$ cat src/rtl/pree_pkg.sv
// Shared widths, codes and types of the particle ring emit/expire unit.
package pree_pkg;

  localparam int RING_DEPTH = 128;

  localparam int CLOCK_W  = 48;
  localparam int STEP_W   = 24;
  localparam int RATE_W   = 12;
  localparam int PERIOD_W = 32;
  localparam int LIFE_W   = 32;
  localparam int CAP_W    = 8;
  localparam int COUNT_W  = 8;
  localparam int INDEX_W  = 7;
  localparam int FRAC_W   = 16;
  localparam int PROD_W   = STEP_W + RATE_W;
  localparam int MODE_W   = 2;
  localparam int CFG_IDX_W  = 3;
  localparam int CFG_DATA_W = 32;

  localparam logic [MODE_W-1:0] MODE_ADVANCE = 2'd0;
  localparam logic [MODE_W-1:0] MODE_HOLD    = 2'd1;
  localparam logic [MODE_W-1:0] MODE_CLEAR   = 2'd2;

  localparam logic [CFG_IDX_W-1:0] CFG_RATE     = 3'd0;
  localparam logic [CFG_IDX_W-1:0] CFG_PERIOD   = 3'd1;
  localparam logic [CFG_IDX_W-1:0] CFG_LIFETIME = 3'd2;
  localparam logic [CFG_IDX_W-1:0] CFG_CAPACITY = 3'd3;
  localparam logic [CFG_IDX_W-1:0] CFG_EMITTING = 3'd4;

  typedef enum logic [1:0] {
    OP_ADVANCE = 2'd0,
    OP_HOLD    = 2'd1,
    OP_CLEAR   = 2'd2
  } op_t;

  typedef struct packed {
    op_t                op;
    logic [COUNT_W-1:0] created;
    logic [CLOCK_W-1:0] clock;
  } cmd_t;

  typedef struct packed {
    logic [RATE_W-1:0]   rate;
    logic [PERIOD_W-1:0] period;
    logic [LIFE_W-1:0]   life;
    logic [CAP_W-1:0]    eff_cap;
    logic                emitting;
  } cfg_t;

endpackage

$ cat src/rtl/pree_queue.sv
// Two-entry command queue between front and back end.
module pree_queue import pree_pkg::*; (
  input  logic clk,
  input  logic rst_n,
  input  logic push,
  input  cmd_t push_cmd,
  output logic full,
  input  logic pop,
  output cmd_t pop_cmd,
  output logic empty
);

  cmd_t       ent_r [2];
  logic       wr_ptr_r;
  logic       rd_ptr_r;
  logic [1:0] count_r;

  assign full    = (count_r == 2'd2);
  assign empty   = (count_r == 2'd0);
  assign pop_cmd = ent_r[rd_ptr_r];

  always_ff @(posedge clk) begin
    if (!rst_n) begin
      wr_ptr_r <= 1'b0;
      rd_ptr_r <= 1'b0;
      count_r  <= 2'd0;
    end else begin
      if (push) wr_ptr_r <= !wr_ptr_r;
      if (pop)  rd_ptr_r <= !rd_ptr_r;
      case ({push, pop})
        2'b10:   count_r <= count_r + 2'd1;
        2'b01:   count_r <= count_r - 2'd1;
        default: count_r <= count_r;
      endcase
    end
  end

  always_ff @(posedge clk) begin
    if (push) ent_r[wr_ptr_r] <= push_cmd;
  end

endmodule

$ cat config.mk
export PLATFORM = sky130hd
export DESIGN_NAME = pree_queue
export DESIGN_NICKNAME = d
export VERILOG_FILES = /design/src/rtl/pree_pkg.sv /design/src/rtl/pree_queue.sv
export SDC_FILE = /design/constraint.sdc
export NUM_CORES = 1
export LEC_CHECK = 0
export ABC_AREA = 1
export BUFFER_PORTS_ARGS = -buffer_cell sky130_fd_sc_hd__clkbuf_2
export CAP_MARGIN = 40
export CORE_ASPECT_RATIO = 1.1
export CORE_MARGIN = 3
export CORE_UTILIZATION = 52
export CTS_CLUSTER_SIZE = 30
export DETAILED_ROUTE_END_ITERATION = 8
export PLACE_DENSITY = 0.78
export SYNTH_ARGS = -nofsm -noshare
export SYNTH_HDL_FRONTEND = slang
export SYNTH_SLANG_ARGS = --single-unit
$ cat constraint.sdc
create_clock -name clk -period 4.1 [get_ports clk]
set_input_delay 0 -clock clk [delete_from_list [all_inputs] [get_ports clk]]
set_output_delay 0 -clock clk [all_outputs]
set_load 0.02 [all_outputs]
==> results of run 1 <==
## through the flow
| stage | instance area (um^2) | total power, W | hold slack [ns] |
|---|---|---|---|
| floorplan | 4490 | 0.00167 | 0.0989 |
| global placement | 5200 | 0.00177 | 0.189 |
| detailed placement | 5250 | 0.00178 | 0.194 |
| CTS | 6470 | 0.00328 | 0.191 |
| global route | 6470 | 0.00336 | 0.210 |
| finish | 6470 | 0.00326 | 0.220 |
## power by group through the flow
stage / clock [W] / combinational [W] / sequential, W
final: 0.00145 / 0.000352 / 0.00146
after global routing: 0.00152 / 0.000377 / 0.00146
after CTS: 0.00147 / 0.000351 / 0.00146
after detailed placement: 0 / 0.000301 / 0.00148
after global placement: 0 / 0.000281 / 0.00149
after floorplan: 0 / 0.000197 / 0.00147
## worst paths after layout
path	from	to	slack, ns	cells after the start
setup / recovery	register	pop_cmd[24]	2.13	3
hold reg to reg	rd_ptr_r	rd_ptr_r	0.51	2
setup reg to reg	wr_ptr_r	ent_r[1][16]	2.16	3
hold / removal	push_cmd[33]	ent_r[1][33]	0.22	2
## cells by family after synthesis
group / count (synthesis) / synth area share [%]
buffers and inverters: 12 / 1.59
muxes: 58 / 16.2
adders and majority gates: 1 / 0.279
AOI/OAI and AO/OA: 2 / 0.223
and+or+nand+nor: 21 / 1.81
DFF: 121 / 79.9
## state kept, by name, indices dropped and copies added, names as in the netlist, named ones only
name,count
ent_r,116
count_r,2
rd_ptr_r,1
wr_ptr_r,1
## cell type report
type	instances	area share (%)
clock buffers	18	6.46
well taps	108	2.09
multi-input cells	82	13.0
flip-flops and latches	121	55.5
repair buffers	188	20.0
inverters	6	0.348
clock inverters	14	2.71
## cell usage in the layout (no fill, tap or decap)
| cell type | count |
|---|---|
| sky130_fd_sc_hd__inv_1 | 5 |
| sky130_fd_sc_hd__clkinv_2 | 2 |
| sky130_fd_sc_hd__nand4_1 | 1 |
| sky130_fd_sc_hd__mux2_4 | 20 |
| sky130_fd_sc_hd__clkbuf_8 | 1 |
| sky130_fd_sc_hd__clkbuf_16 | 16 |
| sky130_fd_sc_hd__clkinvlp_4 | 3 |
| sky130_fd_sc_hd__clkbuf_1 | 1 |
| sky130_fd_sc_hd__mux2_2 | 38 |
| sky130_fd_sc_hd__dlygate4sd3_1 | 63 |
| sky130_fd_sc_hd__dfxtp_4 | 1 |
| sky130_fd_sc_hd__buf_12 | 2 |
| sky130_fd_sc_hd__nand2_1 | 8 |
| sky130_fd_sc_hd__buf_4 | 2 |
| sky130_fd_sc_hd__inv_2 | 1 |
| sky130_fd_sc_hd__nor2_1 | 11 |
| sky130_fd_sc_hd__a21oi_1 | 1 |
| sky130_fd_sc_hd__clkinv_4 | 5 |
| sky130_fd_sc_hd__bufinv_16 | 3 |
| sky130_fd_sc_hd__o21ai_0 | 1 |
| sky130_fd_sc_hd__clkbuf_2 | 121 |
| sky130_fd_sc_hd__ha_1 | 1 |
| sky130_fd_sc_hd__edfxtp_1 | 116 |
| sky130_fd_sc_hd__dfxtp_1 | 4 |
| sky130_fd_sc_hd__nor2_4 | 1 |
| sky130_fd_sc_hd__inv_6 | 1 |
## per-layer routing
metal / GRT usage (%) / vias to the layer above / routed length [um]
li1: - / 1233 / -
met1: 20.2 / 1252 / 3240
met2: 33.2 / 106 / 4630
met3: 7.45 / 16 / 657
met4: 8.32 / 0 / 201
met5: 0 / - / 0
## what timing repair did
item / in CTS / in global routing
endpoints found under the hold margin: 126 / 0
hold buffers: 63 / 0
setup buffers: 0 / 0
==> Implementation_results.wiki, run 1 <==
{| class="wikitable"
! Metric !! Value
|-
| Number of unique standard cell types used by synthesis || 13
|-
| Detailed-route via count || 2607
|-
| Area of all sequential standard cells || 3590 um^2
|-
| Number of synthesized flops with an enable pin || 116
|-
| Commonest cells in the netlist || sky130_fd_sc_hd__edfxtp_1, sky130_fd_sc_hd__mux2_2, sky130_fd_sc_hd__mux2_4
|-
| Internal portion of total power || 0.00252 W
|-
| Later-pin clock latency in the skew report || 0.50 ns
|-
| Die Width || 94.6 um
|-
| Share of synthesized registers carrying an async set or reset || 0%
|-
| CP Data Required Time || 4.10 ns
|-
| Final WL || 8.73 mm
|-
| Area of combinational cells with multiple inputs || 840 um^2
|-
| Fraction of final layout cells sized beyond drive strength 1 || 50.6%
|-
| Total of warnings raised by yosys || 0
|-
| Biggest fanout along the worst timing path || 30
|-
| Most numerous cell in the Yosys netlist || sky130_fd_sc_hd__edfxtp_1
|-
| Via density per instance || 4.85
|-
| Number of remaining DRC errors || 0
|-
| Leading post-synthesis cells by cell area || sky130_fd_sc_hd__edfxtp_1, sky130_fd_sc_hd__mux2_2, sky130_fd_sc_hd__mux2_4
|-
| Worst IR Drop VDD || 0.000351 V
|-
| Transition at the pin with the smallest max-transition slack || 0.755 ns
|-
| Clock network fraction of total power || 44.5%
|-
| Initial core utilization || 54.9%
|-
| Synth area leader || sky130_fd_sc_hd__edfxtp_1
|-
| Post-synth top flop || sky130_fd_sc_hd__edfxtp_1
|-
| Hold crit path type || in2reg
|-
| Combinational group share of total power || 10.8%
|-
| Die Area || 9780 um^2
|-
| Share of the clock period used by the worst path || 48.0%
|-
| Leftover overflow at the end of global routing || 0
|-
| Peak per-stage delay on the critical path || 0.61 ns
|-
| Final Hold Viols || 0
|-
| Cell-by-cell trace of the critical path || buf_12 -> mux2_2 -> clkbuf_2
|-
| Run status || finished, final reports clean
|-
| Number of fill cells || 467
|-
| Detailed-route wire length per cell || 16.3 um
|-
| Count of final setup violators || 0
|-
| Area growth from synthesis to layout || 44.2%
|-
| Placer's final routability congestion estimate || 0.702
|-
| Die Y-Extent || 103 um
|-
| Kind of start point of the critical path || register
|-
| Sequential area share after synthesis || 79.9%
|-
| Post-route ant nets || 0
|-
| Headroom to the max-slew limit || 49.6%
|-
| Number of ports placed on the die boundary || 122
|-
| Diode count || 0
|-
| Pre-CTS WS || 2.21 ns
|-
| Arrival time reported for the critical path endpoint || 1.97 ns
|-
| Clock transition at the register clock pins on the worst setup and hold paths after CTS || 0.06 ns
|-
| Placeable core region || 8170 um^2
|-
| Cells after Synth || 215
|-
| Router iterations before antenna repair || 4
|-
| P_leak || 2.58 nW
|-
| P_sw || 0.000731 W
|-
| Post-Route Setup TNS || 0 ns
|-
| Worst-case clock skew || 0.00449 ns
|-
| Buffers plus inverters on the worst setup path || 2
|-
| Clock tree from TritonCTS || yes
|-
| Post-layout util || 79.2%
|-
| Highest clock frequency the design can meet || 509 MHz
|-
| Final worst setup slack || 2.13 ns
|-
| HPWL Detailed || 5.15 mm
|-
| Resized Gates After CTS || 0
|-
| Sw Share || 22.5%
|-
| Mean area per synthesized cell || 20.9 um^2
|-
| Non-filler instance count after layout || 537
|-
| Root buffer cell || sky130_fd_sc_hd__clkbuf_8
|-
| Family with the most delay on the worst path || flip-flops
|-
| DRC violation total after the first TritonRoute iteration || 132
|-
| Overall track demand over capacity in global routing || 18.9%
|-
| Number of levels in the clock H-tree || 4
|-
| Final Net Count || 479
|-
| Slowest-stage cell, CP || sky130_fd_sc_hd__dfxtp_4
|-
| Via count of the first global-routing pass || 2739
|-
| Netlist area before placement || 4490 um^2
|-
| Setup repair after global routing missed its margin || no
|-
| Share of the synthesized area in the top cell type || 77.6%
|-
| Placed insts || 442
|-
| Number of buffers created by CTS || 17
|-
| Time the final worst path needs with I/O delays and setup || 1.97 ns
|-
| Number of antenna violations at the first check in global routing || 0
|-
| Crit path capture type || output port
|-
| Number of buffer cells added on primary ports || 121
|-
| Core Rows || 34
|-
| Final Slew Violations || 0
|-
| First-pass GRT wire length || 13.3 mm
|-
| Pin count of the biggest net entering global routing || 35
|-
| Post-synthesis register bit count || 121
|-
| Power Dens Cells || 503 nW/um^2
|-
| Type of the setup path with the least slack || reg2out
|-
| Syn Nets || 278
|-
| Max-Cap Viols || 0
|-
| Buffers from clock root to sink, at most || 2
|-
| Seq pwr share || 44.7%
|-
| Number of sinks driven by the clock tree || 121
|}
(Power assumes the default switching activity.)
==> run 2, diff against run 1 <==
Settings changed: CORE_UTILIZATION 52 to 47, PLACE_DENSITY 0.78 to 0.75.
Clock period 4.1 ns to 1.7 ns, I/O delays scaled along.
==> Implementation_results.wiki, run 2 (same netlist as run 1, synthesis figures left out) <==
{| class="wikitable"
! Metric !! Value
|-
| First-pass GRT wire length || 13.3 mm (-0.52%)
|-
| Setup repair after global routing missed its margin || yes
|-
| Initial core utilization || 49.3% (-5.6 points)
|-
| Number of levels in the clock H-tree || 4 (unchanged)
|-
| Type of the setup path with the least slack || reg2out
|-
| Number of buffers created by CTS || 17 (unchanged)
|-
| Number of flip-flops under the largest register name || 116 (unchanged)
|-
| Count of final setup violators || 0 (unchanged)
|-
| Via density per instance || 4.77 (-1.8%)
|-
| Overall track demand over capacity in global routing || 16.6% (-2.3 points)
|-
| Transition at the pin with the smallest max-transition slack || 0.389 ns (-0.366 ns)
|-
| Most frequent cells in the layout || sky130_fd_sc_hd__clkbuf_2, sky130_fd_sc_hd__edfxtp_1, sky130_fd_sc_hd__dlygate4sd3_1
|-
| Cell-by-cell trace of the critical path || buf_16 -> mux2_2 -> clkbuf_2
|-
| Number of ports placed on the die boundary || 122 (unchanged)
|-
| Placer's final routability congestion estimate || 0.678 (-3.4%)
|-
| Number of antenna violations at the first check in global routing || 0 (unchanged)
|-
| Run status || finished, final reports clean
|-
| Number of remaining DRC errors || 0 (unchanged)
|-
| Die Area || 10800 um^2 (+10%)
|-
| Placed insts || 450 (+1.8%)
|-
| Later-pin clock latency in the skew report || 0.50 ns (about the same)
|-
| Final worst setup slack || 0.0643 ns (-2.07 ns)
|-
| Non-filler instance count after layout || 544 (+1.3%)
|-
| Number of sinks driven by the clock tree || 121 (unchanged)
|-
| Number of buffer cells added on primary ports || 121 (unchanged)
|-
| Share of the clock period used by the worst path || 96.2%
|-
| Crit path capture type || output port
|-
| Arrival time reported for the critical path endpoint || 1.64 ns (-0.33 ns)
|-
| Registers with the most flip-flops || ent_r: 116 flops, count_r: 2 flops
|-
| Detailed-route via count || 2594 (-0.50%)
|-
| P_leak || 2.57 nW (-0.63%)
|-
| Worst IR Drop VDD || 0.000732 V (+110%)
|-
| Reg-to-Reg Start || wr_ptr_r
|-
| Headroom to the max-slew limit || 74.0% (+24 points)
|-
| Clock transition at the register clock pins on the worst setup and hold paths after CTS || 0.05 ns (about the same)
|-
| Root buffer cell || sky130_fd_sc_hd__clkbuf_8
|-
| Detailed-route wire length per cell || 15.3 um (-5.7%)
|-
| Final WL || 8.34 mm (-4.5%)
|-
| Leftover overflow at the end of global routing || 0 (unchanged)
|-
| Final Slew Violations || 0 (unchanged)
|-
| Placeable core region || 9100 um^2 (+11%)
|-
| Router iterations before antenna repair || 4 (unchanged)
|-
| Peak per-stage delay on the critical path || 0.37 ns (-0.24 ns)
|-
| Post-route ant nets || 0 (unchanged)
|-
| Final Net Count || 480 (+0.21%)
|-
| Pin count of the biggest net entering global routing || 38 (+8.6%)
|-
| Setup repair bufs after CTS || 0 (unchanged)
|-
| Number of fill cells || 599 (+28%)
|-
| Core Rows || 36 (+5.9%)
|-
| Worst setup path end || pop_cmd[50]
|-
| DRC violation total after the first TritonRoute iteration || 115 (-13%)
|-
| Die Width || 99.2 um (+4.9%)
|-
| Most frequent standard cell in the layout excluding fill and tap cells || sky130_fd_sc_hd__clkbuf_2
|-
| Diode count || 0 (unchanged)
|-
| Max-Cap Viols || 0 (unchanged)
|-
| Layout Cell Area excl Fill || 6450 um^2 (-0.21%)
|-
| Hold crit path type || in2reg
|-
| Worst-case clock skew || 0.00773 ns (+0.00324 ns)
|-
| Register with the most flip-flops || ent_r
|-
| HPWL Detailed || 5.07 mm (-1.6%)
|-
| Slowest-stage cell, CP || sky130_fd_sc_hd__dfxtp_4
|-
| Via count of the first global-routing pass || 2815 (+2.8%)
|-
| Reg-to-reg setup timing slack || 0.45 ns (-1.71 ns)
|-
| Reg2reg path depth || 4 (+1)
|-
| Capture instance of the worst register-to-register path || wr_ptr_r
|-
| CP Data Required Time || 1.70 ns (-2.40 ns)
|-
| Time the final worst path needs with I/O delays and setup || 1.64 ns
|-
| Buffers from clock root to sink, at most || 2 (unchanged)
|-
| Biggest fanout along the worst timing path || 33 (+10%)
|-
| Area growth from synthesis to layout || 43.9%
|-
| Clock tree from TritonCTS || yes
|-
| Highest clock frequency the design can meet || 611 MHz
|-
| Die Y-Extent || 108 um (+4.9%)
|-
| Power Dens Cells || 1160 nW/um^2 (+130%)
|-
| Area post-placement || 5280 um^2 (+0.74%)
|-
| Post-layout util || 70.9% (-8.3 points)
|-
| Fraction of final layout cells sized beyond drive strength 1 || 50.5% (-0.12 points)
|-
| Kind of start point of the critical path || register
|-
| Final Hold Viols || 0 (unchanged)
|-
| Pre-CTS WS || 0.461 ns (-1.75 ns)
|}
[run 2: cell types whose count changed in the layout (fill, tap and decap cells not counted), moves of 2 or more]
cell	previous run	this run
sky130_fd_sc_hd__mux2_2	38	36
sky130_fd_sc_hd__bufinv_16	3	1
sky130_fd_sc_hd__clkinv_4	5	2
sky130_fd_sc_hd__mux2_4	20	22
sky130_fd_sc_hd__clkinv_2	2	5
sky130_fd_sc_hd__clkinvlp_4	3	5
[run 2: worst max-delay path, delay by kind of cell (launching register included)]
family	cells	cell delay [ns]
buffers and inverters	2	0.38
DFF	1	0.37
muxes	1	0.37
[run 2: where the power goes]
group / total, W / switching (W) / internal (W)
Combinational: 0.000870 / 0.000453 / 0.000417
Sequential: 0.00349 / 0.0000432 / 0.00345
Clock: 0.00310 / 0.00119 / 0.00191
[run 2: per-layer routing]
metal,routed length [um],GRT usage (%)
met1,3090,17.1
met2,4650,30.3
met3,538,6.45
met4,55,6.05
met5,0,0
[run 2: final cells by class]
type	count	area (um^2)	share of cell area (%)
clock buffer	19	422	6.53
clock inverter	13	106	1.65
inverter	6	26.3	0.407
multi-input combinational	82	847	13.1
sequential	121	3590	55.6
tap	114	143	2.21
timing repair buffer	189	1320	20.5
[run 2: how the worst min path moves through the flow]
| stage | cells past startpoint | slack (ns) | start | end |
|---|---|---|---|---|
| after floorplan | 0 | 0.1 | push_cmd[0] | ent_r[0][0] |
| after global placement | 1 | 0.19 | push_cmd[55] | ent_r[1][55] |
| after detailed placement | 1 | 0.19 | push_cmd[25] | ent_r[1][25] |
| after CTS | 2 | 0.20 | push_cmd[51] | ent_r[0][51] |
| after global routing | 2 | 0.21 | push_cmd[39] | ent_r[1][39] |
| final | 2 | 0.23 | push_cmd[39] | ent_r[1][39] |
[run 2: stage by stage]
stage | hold slack (ns) | power [W] | TNS (ns)
after CTS | 0.195 | 0.00755 | 0
after global routing | 0.209 | 0.00778 | -0.0152
after detailed placement | 0.192 | 0.00431 | 0
after floorplan | 0.0989 | 0.00402 | 0
final | 0.225 | 0.00747 | 0
after global placement | 0.189 | 0.00429 | 0
[run 2: repair_timing]
action                     in CTS  in global routing
hold endpoints to repair      121                  0
hold buffers                   62                  0
setup endpoints to repair      25                 16
pin swaps                       0                  0
gates resized for setup         1                  5
