--- config.mk ---
export PLATFORM = sky130hd
export DESIGN_NAME = pree_front_flat
export DESIGN_NICKNAME = d
export VERILOG_FILES = /design/src/rtl/pree_pkg.sv /design/src/rtl/pree_if.sv /design/src/rtl/pree_front.sv /design/src/flat_wrapper.sv
export SDC_FILE = /design/constraint.sdc
export NUM_CORES = 1
export LEC_CHECK = 0
export BUFFER_PORTS_ARGS = -buffer_cell sky130_fd_sc_hd__buf_2
export CELL_PAD_IN_SITES_DETAIL_PLACEMENT = 1
export CELL_PAD_IN_SITES_GLOBAL_PLACEMENT = 2
export CORE_MARGIN = 3
export CORE_UTILIZATION = 40
export DETAILED_ROUTE_END_ITERATION = 12
export GPL_ROUTABILITY_DRIVEN = 0
export PLACE_DENSITY = 0.85
export SETUP_SLACK_MARGIN = 0.5
export SLEW_MARGIN = 10
export SYNTH_ARGS = -nofsm -noshare
export SYNTH_HDL_FRONTEND = slang
export SYNTH_SLANG_ARGS = --single-unit
--- constraint.sdc ---
create_clock -name clk -period 10.85 [get_ports clk]
set_clock_uncertainty 0.15 [all_clocks]
set_input_delay 0.5425 -clock clk [delete_from_list [all_inputs] [get_ports clk]]
set_output_delay 0.5425 -clock clk [all_outputs]
set_load 0.02 [all_outputs]
--- src/rtl/pree_pkg.sv ---
// Shared widths, codes and types of the particle ring emit/expire unit.
package pree_pkg;

  localparam int RING_DEPTH = 128;

  localparam int CLOCK_W  = 48;
  localparam int STEP_W   = 24;
  localparam int RATE_W   = 12;
  localparam int PERIOD_W = 32;
  localparam int LIFE_W   = 32;
  localparam int CAP_W    = 8;
  localparam int COUNT_W  = 8;
  localparam int INDEX_W  = 7;
  localparam int FRAC_W   = 16;
  localparam int PROD_W   = STEP_W + RATE_W;
  localparam int MODE_W   = 2;
  localparam int CFG_IDX_W  = 3;
  localparam int CFG_DATA_W = 32;

  localparam logic [MODE_W-1:0] MODE_ADVANCE = 2'd0;
  localparam logic [MODE_W-1:0] MODE_HOLD    = 2'd1;
  localparam logic [MODE_W-1:0] MODE_CLEAR   = 2'd2;

  localparam logic [CFG_IDX_W-1:0] CFG_RATE     = 3'd0;
  localparam logic [CFG_IDX_W-1:0] CFG_PERIOD   = 3'd1;
  localparam logic [CFG_IDX_W-1:0] CFG_LIFETIME = 3'd2;
  localparam logic [CFG_IDX_W-1:0] CFG_CAPACITY = 3'd3;
  localparam logic [CFG_IDX_W-1:0] CFG_EMITTING = 3'd4;

  typedef enum logic [1:0] {
    OP_ADVANCE = 2'd0,
    OP_HOLD    = 2'd1,
    OP_CLEAR   = 2'd2
  } op_t;

  typedef struct packed {
    op_t                op;
    logic [COUNT_W-1:0] created;
    logic [CLOCK_W-1:0] clock;
  } cmd_t;

  typedef struct packed {
    logic [RATE_W-1:0]   rate;
    logic [PERIOD_W-1:0] period;
    logic [LIFE_W-1:0]   life;
    logic [CAP_W-1:0]    eff_cap;
    logic                emitting;
  } cfg_t;

endpackage

--- src/rtl/pree_if.sv ---
// Channel interfaces of the particle ring emit/expire unit.
interface pree_in_if import pree_pkg::*; ();
  logic              valid;
  logic              ready;
  logic [MODE_W-1:0] mode;
  logic [STEP_W-1:0] time_step;
  modport source (output valid, mode, time_step, input ready);
  modport sink   (input valid, mode, time_step, output ready);
  modport mon    (input valid, ready, mode, time_step);
endinterface


--- src/rtl/pree_front.sv ---
// Front end: accepts updates, advances the clock and emission accumulator.
module pree_front import pree_pkg::*; (
  input  logic       clk,
  input  logic       rst_n,
  pree_in_if.sink    in_if,
  input  cfg_t       cfg,
  input  logic       q_full,
  output logic       q_push,
  output cmd_t       q_cmd
);

  typedef enum logic [2:0] {
    F_IDLE = 3'b001,
    F_MUL  = 3'b010,
    F_PUSH = 3'b100
  } fstate_t;

  fstate_t             state_r, state_nxt;
  logic [MODE_W-1:0]   mode_r;
  logic [STEP_W-1:0]   step_r;
  logic [PROD_W-1:0]   prod_r;
  logic [CLOCK_W-1:0]  clock_r, clock_nxt;
  logic [FRAC_W-1:0]   frac_r, frac_nxt;
  logic [PROD_W:0]     sum;
  logic [PROD_W:0]     limit;
  logic [PROD_W:0]     clamped;
  logic [CLOCK_W-1:0]  clock_adv;
  logic                accept;

  always_comb begin
    in_if.ready = (state_r == F_IDLE);
    accept      = in_if.valid && in_if.ready;
    sum         = {1'b0, prod_r} + (PROD_W+1)'(frac_r);
    limit       = (PROD_W+1)'({cfg.eff_cap, {FRAC_W{1'b0}}});
    clamped     = (sum > limit) ? limit : sum;
    clock_adv   = clock_r + CLOCK_W'(step_r);

    q_cmd.op      = OP_HOLD;
    q_cmd.created = '0;
    q_cmd.clock   = clock_r;
    clock_nxt     = clock_r;
    frac_nxt      = frac_r;
    case (mode_r)
      MODE_ADVANCE: begin
        q_cmd.op    = OP_ADVANCE;
        q_cmd.clock = clock_adv;
        clock_nxt   = clock_adv;
        if (cfg.emitting) begin
          q_cmd.created = clamped[FRAC_W +: COUNT_W];
          frac_nxt      = clamped[FRAC_W-1:0];
        end
      end
      MODE_CLEAR: begin
        q_cmd.op    = OP_CLEAR;
        q_cmd.clock = '0;
        clock_nxt   = '0;
        frac_nxt    = '0;
      end
      default: begin
        q_cmd.op = OP_HOLD;
      end
    endcase

    q_push    = (state_r == F_PUSH) && !q_full;
    state_nxt = state_r;
    unique case (state_r)
      F_IDLE: if (accept) state_nxt = F_MUL;
      F_MUL:  state_nxt = F_PUSH;
      F_PUSH: if (!q_full) state_nxt = F_IDLE;
      default: state_nxt = F_IDLE;
    endcase
  end

  always_ff @(posedge clk) begin
    if (!rst_n) begin
      state_r <= F_IDLE;
      clock_r <= '0;
      frac_r  <= '0;
    end else begin
      state_r <= state_nxt;
      if (q_push) begin
        clock_r <= clock_nxt;
        frac_r  <= frac_nxt;
      end
    end
  end

  always_ff @(posedge clk) begin
    if (accept) begin
      mode_r <= in_if.mode;
      step_r <= in_if.time_step;
    end
    if (state_r == F_MUL) begin
      prod_r <= PROD_W'(step_r) * PROD_W'(cfg.rate);
    end
  end

endmodule

--- src/flat_wrapper.sv ---
// flat-port wrapper written by rule: the top's interface ports become plain ports
module pree_front_flat import pree_pkg::*;
  (clk, rst_n, cfg, q_full, q_push, q_cmd, in_if_valid, in_if_mode, in_if_time_step, in_if_ready);
  pree_in_if in_if_i ();
  input  logic clk;
  input  logic rst_n;
  input  cfg_t cfg;
  input  logic q_full;
  output logic q_push;
  output cmd_t q_cmd;
  input wire logic [$bits(in_if_i.valid)-1:0] in_if_valid;
  input wire logic [$bits(in_if_i.mode)-1:0] in_if_mode;
  input wire logic [$bits(in_if_i.time_step)-1:0] in_if_time_step;
  output wire logic [$bits(in_if_i.ready)-1:0] in_if_ready;
  assign in_if_i.valid = in_if_valid;
  assign in_if_i.mode = in_if_mode;
  assign in_if_i.time_step = in_if_time_step;
  assign in_if_ready = in_if_i.ready;
  pree_front u_core (.clk(clk), .rst_n(rst_n), .in_if(in_if_i), .cfg(cfg), .q_full(q_full), .q_push(q_push), .q_cmd(q_cmd));
endmodule
==> results of run 1 <==
==> where the power goes <==
part,internal (mW),switching (mW)
sequential,0.717,0.0589
clock,0.327,0.263
combinational,1.39,1.95
total,2.43,2.27
==> cells by family after synthesis <==
family                   count (synthesis)  synth area share, %
buffers and inverters                  393                 8.71
XOR/XNOR                                83                 4.14
multiplexers                            14                0.813
flip-flops                             129                 18.3
AND/OR/NAND/NOR                        720                 19.7
adder cells (fa/ha/maj)                344                 34.0
AO/OA/AOI/OAI                          367                 14.3
==> layout by cell type (no fill, tap or decap), types with 23 or more instances in the layout <==
cell type,n
xor2_1,31
o21ai_0,63
nand4_1,23
nand2_1,326
dfxtp_1,67
inv_1,289
ha_1,122
buf_2,110
a21oi_1,82
nor3_1,42
edfxtp_1,62
a21o_1,31
fa_1,222
nor2_1,91
and2_1,99
xnor2_1,52
nand3_1,30
==> sequential cells by signal, summed over array words and instances, names as in the netlist <==
register        count
u_core.frac_r      16
u_core.prod_r      36
u_core.state_r      3
u_core.step_r      24
u_core.mode_r       2
u_core.clock_r     48
==> worst paths after layout <==
path / startpoint / to / cells after the start
worst min-delay path: in_if_time_step[15] / u_core.step_r[15] / 1
worst max-delay path: u_core.step_r[5] / u_core.prod_r[34] / 19
worst min register to register: u_core.frac_r[10] / u_core.frac_r[10] / 1
worst max register to register: u_core.step_r[5] / u_core.prod_r[34] / 19
==> metal layers <==
layer | wire length, um | share of wire [%]
met5 | 0 | 0
met2 | 24800 | 48
met4 | 1300 | 2.5
met3 | 1550 | 3.0
met1 | 24200 | 47
==> worst reg2reg max path, delay by kind of cell (launching register included) <==
family | cells | cell delay [ns]
AO/OA/AOI/OAI | 8 | 2.16
AND/OR/NAND/NOR | 1 | 0.19
adder cells (fa/ha/maj) | 6 | 2.97
multiplexers | 1 | 0.35
buffers and inverters | 3 | 0.16
flip-flops | 1 | 0.85
==> through the flow <==
step	worst slack (ns)	total power, mW
floorplan	4.46	3.30
global placement	3.70	4.01
detailed placement	3.60	4.12
CTS	3.78	4.74
global route	3.46	5.22
finish	3.79	4.71
==> cell type report <==
type	instances	share of cell area (%)
inverter	291	5.72
timing repair buffer	121	3.32
multi-input combinational	1528	67.2
tap	585	3.84
clock buffer	17	2.23
sequential	129	16.8
clock inverter	15	0.898
==> results by group, run 1 <==
Synth
  – Ys flop type: dfxtp_1
  – Synth cell types: 89
  – Post-synth EDFFs: 62
  – Cells after Synth: 2050
  – Cell area after synthesis: 17500 sq um
  – Synth area leaders: fa_1 (25%), edfxtp_1 (11%), ha_1 (8.7%)
  – Yosys top cell by area: fa_1
  – Post-synth top cells: nand2_1 (326), inv_1 (289), fa_1 (222), ha_1 (122), and2_1 (99)
  – FF+latch count, synth: 129
  – Avg Inst Size Synth: 8.56 sq um
  – Yosys top cell area share: 25.3%
  – Mapped Nets: 2509
  – Count leader, synth: nand2_1
  – Synthesis warning total: 0
  – Post-synthesis sequential area ratio: 18.3%
  – Async SR Flop Fraction: 0%

Floorplanning
  – Initial core utilization: 40.6%
  – Die W: 215 um
  – Die area: 46400 sq um
  – IO Count: 175
  – Cell Rows: 76
  – Die Span Y: 215 um
  – Core area: 43200 sq um

STA
  – Period utilization: 65.1%
  – Final hold violations: 0
  – Worst slew pin tran: 1.15 ns
  – Unrepaired setup endpoints after global routing: false
  – Hold_ws: 0.111 ns
  – Setup TNS: 0 ns
  – Crit path time final: 7.06 ns
  – # setup viols final: 0
  – Slew HR: 23.3%
  – Fmax: 142 MHz
  – Fin. max-slew vios: 0

Clock tree
  – Worst-Skew Late Latency: 0.45 ns
  – CTS tree: done
  – # hold bufs at CTS: 0
  – H-Tree Depth: 4
  – Clock Tree Buf Depth: 2
  – Clock sink count: 129
  – Clock slew at reported path FFs: 0.06 ns
  – Post-CTS sizing: 0
  – Postcts setup bufs: 0
  – CTS Buf Count: 17
  – Root Driver: clkbuf_16

Power and ir drop
  – VDD IR max: 253 uV
  – Power per Cell Area: 247 nW/um^2
  – Lkg Pwr: 8.75 nW

Global routing
  – Gr busiest metal: met2
  – Met1 GRT Util: 30.6%
  – Vias in the first global route: 16348
  – Initial antenna violation count: 0
  – M3 GR Usage: 2.55%
  – First-pass GRT wire length: 86000 um
  – Tot GR Track Use: 22.7%
  – Pin count of the biggest net entering global routing: 47
  – M2 GR Usage: 38.5%
  – Congestion Overflow GR: 0

Job
  – Max_cap viols: 0

Worst setup path
  – Crit path top cell by count: fa_1
  – CP max stage delay: 0.85 ns
  – Crit path max-delay family: adder cells
  – Slowest-stage cell, CP: edfxtp_1
  – CP Capture Type: register
  – Critical Path RT: 10.90 ns
  – Critical path class: reg2reg
  – Maximum fanout along the worst path: 13
  – Bufs and invs on worst path: 3
  – Startpoint types: register
  – Arrival @ worst endpoint: 7.11 ns
  – Worst-path cell chain: nand2_1, fa_1, fa_1, fa_1, inv_1, fa_1, inv_1, fa_1, inv_1, ha_1, o21a_1, o21ai_1, a21oi_1, o2111ai_2, a211oi_1, o2111a_1, o41a_1, mux2_1, a2111o_1
  – Flop2flop setup slack: 3.79 ns

Final layout
  – FILL cells: 5202
  – ANT cells: 0
  – Layout area overhead: 8.73%
  – Register area: 3200 sq um
  – Fraction of final layout cells sized beyond drive strength 1: 8.61%
  – Nets: 2547
  – Final Util: 44.2%
  – Area taken by multi-input logic gates: 12800 sq um
  – Finished Cell Area: 19100 sq um
  – Final non-filler cell total: 2686

Route
  – Final WL: 51800 um
  – Post-DR wirelength/cell: 19.3 um
  – Final ANT Viol Nets: 0
  – Drt first pass iters: 5
  – Routed vias: 14775
  – Via density: 5.50
  – DRT iter0 DRCs: 701
  – Residual DRC: 0

Hold path
  – HP Class: in2reg

Placed design
  – Hpwl dp: 41000 um
  – Placed Cells: 2654
  – PortBufs: 110
  – DP Area: 18500 sq um

Run status
  – Outcome: completed
Note: power is estimated with default switching activity, not from simulation.
==> run 2, diff against run 1 <==
Settings changed: CORE_UTILIZATION 40 to 38, PLACE_DENSITY 0.85 to 0.81.
Clock period 10.85 ns to 7 ns, I/O delays scaled along.
==> run 2 against run 1 <==
Routed wire length is 4.4% higher; sequential cell count stayed put; worst setup slack worse by 3.2 ns; hold slack worse by 0.087 ns; register-to-register slack worse by 3.2 ns.
==> results by group, run 2 (synthesis results as in run 1) <==
Final layout
  – Most flops, register: u_core.clock_r
  – Top flop regs: u_core.clock_r: 48 flops, u_core.prod_r: 36 flops, u_core.step_r: 24 flops
  – Layout area overhead: 15.1%
  – Nets: 2646 (+3.9%)
  – Most frequent cells in the layout: nand2_1 (326), inv_1 (289), fa_1 (219), ha_1 (112), buf_2 (109)
  – ANT cells: 0 (unchanged)
  – Finished Cell Area: 20200 sq um (+5.9%)
  – Max reg flops: 48 (unchanged)
  – Fraction of final layout cells sized beyond drive strength 1: 13.4% (+4.8 points)
  – FILL cells: 5440 (+4.6%)
  – Most common cell after layout, fill and taps aside: nand2_1

Worst setup path
  – CP Capture Type: register
  – Worst-path cell chain: buf_4, and2_4, fa_1, fa_1, fa_1, fa_1, inv_1, fa_1, inv_1, ha_4, a211o_1, o2111ai_4, a211oi_4, o2111a_2, o41a_1, mux2_4, a2111o_1
  – Worst Setup SP: u_core.step_r[2]
  – Worst reg2reg endpoint: u_core.prod_r[34]
  – Arrival @ worst endpoint: 6.43 ns (-0.68 ns)
  – CP endpoint: u_core.prod_r[34]
  – Slowest-stage cell, CP: edfxtp_1
  – Critical path class: reg2reg
  – Crit path depth: 17 (-2)
  – Maximum fanout along the worst path: 6 (-7)
  – Critical Path RT: 7.03 ns (-3.87 ns)
  – Crit path top cell by count: fa_1
  – Flop2flop setup slack: 0.60 ns (-3.19 ns)
  – Bufs and invs on worst path: 3 (unchanged)
  – CP max stage delay: 0.57 ns (-0.28 ns)
  – Startpoint types: register
  – Number of cells on the worst reg-to-reg path: 17 (-2)
  – Reg2reg start: u_core.step_r[2]
  – Crit path max-delay family: adder cells

Global routing
  – Congestion Overflow GR: 0 (unchanged)
  – Tot GR Track Use: 21.9% (-0.85 points)
  – Pin count of the biggest net entering global routing: 47 (unchanged)
  – Initial antenna violation count: 0 (unchanged)
  – First-pass GRT wire length: 87200 um (+1.3%)
  – Vias in the first global route: 15999 (-2.1%)

Clock tree
  – Clock Tree Buf Depth: 2 (unchanged)
  – Worst-Skew Late Latency: 0.45 ns (about the same)
  – H-Tree Depth: 4 (unchanged)
  – CTS tree: done
  – Root Driver: clkbuf_16
  – Clock slew at reported path FFs: 0.06 ns (about the same)
  – CTS Buf Count: 17 (unchanged)
  – Clock sink count: 129 (unchanged)

Power and ir drop
  – Lkg Pwr: 9.24 nW (+5.6%)
  – VDD IR max: 366 uV (+44%)
  – Power per Cell Area: 391 nW/um^2 (+58%)

Route
  – Routed vias: 15022 (+1.7%)
  – DRT iter0 DRCs: 713 (+1.7%)
  – Residual DRC: 0 (unchanged)
  – Drt first pass iters: 5 (unchanged)
  – Post-DR wirelength/cell: 19.3 um (+0.10%)
  – Final WL: 54100 um (+4.4%)
  – Via density: 5.37 (-2.5%)
  – Final ANT Viol Nets: 0 (unchanged)

Floorplanning
  – Initial core utilization: 38.6% (-2.1 points)
  – Cell Rows: 78 (+2.6%)
  – Die area: 48800 sq um (+5.1%)
  – Die Span Y: 221 um (+2.5%)
  – Die W: 221 um (+2.5%)
  – Core area: 45500 sq um (+5.3%)
  – IO Count: 175 (unchanged)

STA
  – Final hold violations: 0 (unchanged)
  – Setup TNS: 0 ns (unchanged)
  – Fin. max-slew vios: 0 (unchanged)
  – Unrepaired setup endpoints after global routing: true
  – # setup viols final: 0 (unchanged)
  – Slew HR: 32.1% (+8.8 points)
  – Crit path time final: 6.40 ns (-0.664 ns)
  – Worst slew pin tran: 1.02 ns (-0.129 ns)
  – Period utilization: 91.4% (+26 points)
  – Fmax: 156 MHz (+10%)

Placed design
  – Hpwl dp: 42000 um (+2.6%)
  – PortBufs: 110 (unchanged)
  – DP Area: 18700 sq um (+1.3%)

Job
  – Max_cap viols: 0 (unchanged)

Hold path
  – HP Class: in2reg

Run status
  – Outcome: completed
## run 2: cell types whose count changed in the layout (fill, tap and decap cells not counted), moves of 5 or more
cell           delta
buf_4            +63
dlygate4sd3_1    +26
ha_1             -10
buf_6             +7
ha_4              +6
a21oi_1           -5
## run 2: worst min path at each step
stage                      start  depth (start not counted)                end  slack, ns
4_1_cts              in_if_valid                          2  u_core.state_r[1]      0.004
5_1_grt              in_if_valid                          2  u_core.state_r[1]       0.03
3_5_place_dp   u_core.frac_r[11]                          1  u_core.frac_r[11]       0.31
6_report             in_if_valid                          2  u_core.state_r[1]       0.02
3_3_place_gp    u_core.frac_r[0]                          1   u_core.frac_r[0]       0.30
2_1_floorplan  u_core.state_r[0]                          1  u_core.state_r[2]       0.29
## run 2: layer usage
metal | up-vias | share of wire, % | GRT usage [%]
met5 | - | 0 | 0
met4 | 0 | 1.7 | 4.88
met3 | 52 | 2.6 | 2.11
met2 | 238 | 48 | 37.1
met1 | 7647 | 48 | 30.4
li1 | 7085 | - | -
## run 2: per-stage QoR
stage | total power [mW] | utilization [%] | cells | hold WS [ns] | setup slack, ns
6_report | 7.89 | 44.4 | 2800 | 0.0235 | 0.602
5_1_grt | 8.75 | 44.4 | 2800 | 0.0300 | 0.421
4_1_cts | 7.47 | 43.4 | 2770 | 0.00426 | 0.401
3_5_place_dp | 6.47 | 41.2 | 2698 | 0.315 | 0.105
3_3_place_gp | 6.30 | 41.2 | 2698 | 0.304 | 0.167
2_1_floorplan | 5.12 | - | 2050 | 0.294 | 0.778
## run 2: timing repair
action | 4_1_cts | 5_1_grt
setup endpoints to repair | 13 | 12
hold endpoints to repair | 26 | 0
hold buffers | 26 | 0
gates resized for setup | 8 | 55
setup buffers | 14 | 30
pin swaps | 1 | 24
## run 2: report_power, final
part / internal [mW] / switching, mW / leakage [nW]
Combinational: 2.55 / 3.29 / 7.85
Clock: 0.470 / 0.410 / 0.275
Sequential: 1.11 / 0.0659 / 1.11
Total: 4.13 / 3.77 / 9.24
## run 2: worst reg2reg max path: cells and delay by family, from the launching register on
family / cells / cell delay, ns
compound gates: 6 / 1.81
fa+ha+maj: 6 / 2.79
buf+inv: 3 / 0.36
flops: 1 / 0.57
mux: 1 / 0.33
simple gates: 1 / 0.13
## run 2: cell type report
class	instances	area, sq um	share of cell area [%]
clock buffers	17	425	2.11
repair buffers	220	1520	7.52
flip-flops and latches	129	3200	15.9
multi-input cells	1528	13100	64.7
well taps	600	751	3.72
clock inverters	15	143	0.706
inverters	291	1090	5.41
==> run 3, diff against run 2 <==
Settings changed: ABC_AREA from default to 1, CORE_UTILIZATION 38 to 35, PLACE_DENSITY 0.81 to 0.8.
==> run 3 against run 2 <==
Sequential cell count did not move; critical path type unchanged; final cell count rose by 22%; synthesized area is 5.4% higher.
==> results by group, run 3 <==
Run status
  – Outcome: completed

Final layout
  – Final Util: 39.8% (-4.6 points)
  – Layout area overhead: 11.5%
  – Most common cell after layout, fill and taps aside: nand2_1
  – Fraction of final layout cells sized beyond drive strength 1: 6.86% (-6.5 points)
  – Nets: 3186 (+20%)
  – FILL cells: 6594 (+21%)
  – ANT cells: 0 (unchanged)
  – Top flop regs: u_core.clock_r: 48 flops, u_core.prod_r: 36 flops, u_core.step_r: 24 flops
  – Max reg flops: 48 (unchanged)
  – Finished Cell Area: 20600 sq um (+2.1%)
  – Most flops, register: u_core.clock_r
  – Most frequent cells in the layout: nand2_1 (730), inv_1 (599), fa_1 (222), a21oi_1 (166), nor2_1 (152)

Route
  – Final ANT Viol Nets: 0 (unchanged)
  – Final WL: 61400 um (+13%)
  – Drt first pass iters: 5 (unchanged)
  – Post-DR wirelength/cell: 18.0 um (-7.1%)
  – WL met2: 29100 um (+12%)
  – DR WL met3: 1900 um (+34%)
  – Highest metal used: met4
  – WL met1: 29000 um (+13%)
  – Routed vias: 17095 (+14%)
  – Residual DRC: 0 (unchanged)
  – Via density: 5.00 (-6.8%)
  – DRT iter0 DRCs: 737 (+3.4%)

Placed design
  – Hpwl dp: 49500 um (+18%)
  – DP Area: 19700 sq um (+5.3%)
  – PortBufs: 110 (unchanged)

Power and ir drop
  – Power Internal: 4.09 mW (-0.90%)
  – Part of the power in registers: 14.9% (about the same)
  – Power Total: 8.65 mW (+9.6%)
  – Power per Cell Area: 420 nW/um^2 (+7.4%)
  – VDD IR max: 354 uV (-3.3%)
  – Switching pwr: 4.56 mW (+21%)
  – Combinational share of power: 73.5% (-0.4 points)
  – Clock power frac: 11.7% (+0.6 points)
  – Lkg Pwr: 11.0 nW (+19%)
  – Switching share of power: 52.7% (+5.0 points)

Synth
  – Post-synth top cells: nand2_1 (730), inv_1 (599), fa_1 (222), a21oi_1 (166), nor2_1 (153)
  – Post-synthesis sequential area ratio: 17.3% (-0.94 points)
  – FF+latch count, synth: 129 (unchanged)
  – Mapped Nets: 3094 (+23%)
  – Cell area after synthesis: 18500 sq um (+5.4%)
  – Cells after Synth: 2635 (+29%)
  – Synth area leaders: fa_1 (24%), nand2_1 (15%), inv_1 (12%)
  – Yosys top cell by area: fa_1
  – Async SR Flop Fraction: 0% (unchanged)
  – Post-synth EDFFs: 62 (unchanged)
  – Count leader, synth: nand2_1
  – Avg Inst Size Synth: 7.02 sq um (-18%)
  – Synth cell types: 47 (-47%)
  – Yosys top cell area share: 24.0% (-1.3 points)
  – Ys flop type: dfxtp_1
  – Synthesis warning total: 0 (unchanged)

Job
  – Max_cap viols: 0 (unchanged)

Worst setup path
  – Arrival @ worst endpoint: 6.05 ns (-0.38 ns)
  – Critical path class: reg2reg
  – CP Capture Type: register
  – Startpoint types: register
  – Critical Path RT: 7.03 ns (about the same)
  – Maximum fanout along the worst path: 13 (+7)

Clock tree
  – H-Tree Depth: 4 (unchanged)
  – Clock sink count: 129 (unchanged)
  – Post-CTS sizing: 0 (-8)
  – Clock slew at reported path FFs: 0.06 ns (about the same)
  – CTS Buf Count: 17 (unchanged)
  – # hold bufs at CTS: 27 (+3.8%)
  – Postcts setup bufs: 0 (-14)
  – Worst-Skew Late Latency: 0.45 ns (about the same)
  – Root Driver: clkbuf_16
  – CTS tree: done
  – Clock Tree Buf Depth: 2 (unchanged)

STA
  – Slew HR: 35.2% (+3.1 points)
  – Setup TNS: 0 ns (unchanged)
  – Unrepaired setup endpoints after global routing: false
  – Final hold violations: 0 (unchanged)
  – Fin. max-slew vios: 0 (unchanged)
  – Fmax: 166 MHz (+6.3%)
  – Worst slew pin tran: 0.963 ns (-0.0533 ns)
  – Period utilization: 86.0% (-5.4 points)
  – Crit path time final: 6.02 ns (-0.380 ns)
  – # setup viols final: 0 (unchanged)
  – Hold_ws: 0.112 ns (+0.0880 ns)

Floorplanning
  – Core area: 51800 sq um (+14%)
  – Die W: 236 um (+6.8%)
  – Cell Rows: 83 (+6.4%)
  – Die area: 55700 sq um (+14%)
  – Die Span Y: 236 um (+6.8%)
  – Initial core utilization: 35.7% (-2.9 points)
  – IO Count: 175 (unchanged)

Global routing
  – Pin count of the biggest net entering global routing: 64 (+36%)
  – First-pass GRT wire length: 99800 um (+14%)
  – Tot GR Track Use: 22.3% (+0.45 points)
  – Initial antenna violation count: 0 (unchanged)
  – Vias in the first global route: 18641 (+17%)
  – Congestion Overflow GR: 0 (unchanged)

Hold path
  – HP Class: in2reg
==> run 3: cell types whose count changed in the layout (fill, tap and decap cells not counted), sizes merged, moves of 20 or more <==
cell	previous run	this run
and2	100	4
nand3	30	113
a21o	32	7
o21ai	72	122
a21oi	83	166
nand2	327	738
a32o	21	0
buf	194	124
o21a	21	1
inv	298	609
xnor2	52	19
nor2	92	162
==> run 3: layout make-up <==
cell class,count,area (sq um),area share (%)
multi-input cells,1822,12700,61.7
flip-flops and latches,129,3200,15.5
inverters,606,2270,11.0
repair buffers,151,926,4.49
well taps,680,851,4.12
clock buffers,17,425,2.06
clock inverters,15,226,1.10
==> run 3: cells by family (layout without fill, tap and decap cells) <==
group	count (synthesis)	after routing	synth area share, %
simple gates	1093	1093	24.4
compound gates	332	332	9.50
fa+ha+maj	344	344	32.3
flops	129	129	17.3
xor+xnor	53	53	2.51
buf+inv	684	789	14.0
==> run 3: per-stage QoR <==
step	std cells	setup slack (ns)
2_1_floorplan	2635	1.75
3_3_place_gp	3361	1.07
3_5_place_dp	3361	0.988
4_1_cts	3420	0.936
5_1_grt	3420	0.612
6_report	3420	0.982
==> run 3: routing by layer <==
metal  up-vias  global-route usage, %
met4         0                   5.75
met1      8493                   30.4
met3        76                   2.37
li1       8230                      -
met2       296                   37.9
met5         -                      0
==> run 3: critical path, stage by stage (launching register included) <==
cell and delay (ns):
edfxtp_1 0.85, nand2_1 0.18, fa_1 0.58, inv_1 0.05
fa_1 0.48, fa_1 0.52, fa_1 0.55, inv_1 0.05
fa_1 0.53, inv_1 0.05, ha_1 0.43, nand2_1 0.19
nor4_1 0.37, nand2_1 0.10, o211ai_1 0.33, a31oi_1 0.16
xor2_1 0.17
==> run 3: power by group through the flow <==
stage,clock [mW],sequential (mW),combinational (mW)
after CTS,1.03,1.29,6.41
after detailed placement,0,1.30,6.31
final,1.01,1.29,6.36
after floorplan,0,1.22,4.56
after global routing,1.07,1.29,7.32
after global placement,0,1.30,6.12
==> run 3: final timing paths <==
kind	start	endpoint	slack [ns]	depth (start not counted)
setup / recovery	u_core.step_r[11]	u_core.prod_r[33]	0.98	16
hold / removal	q_full	u_core.state_r[2]	0.11	3
setup reg to reg	u_core.step_r[11]	u_core.prod_r[33]	0.98	16
hold reg to reg	u_core.clock_r[0]	u_core.clock_r[0]	0.32	2
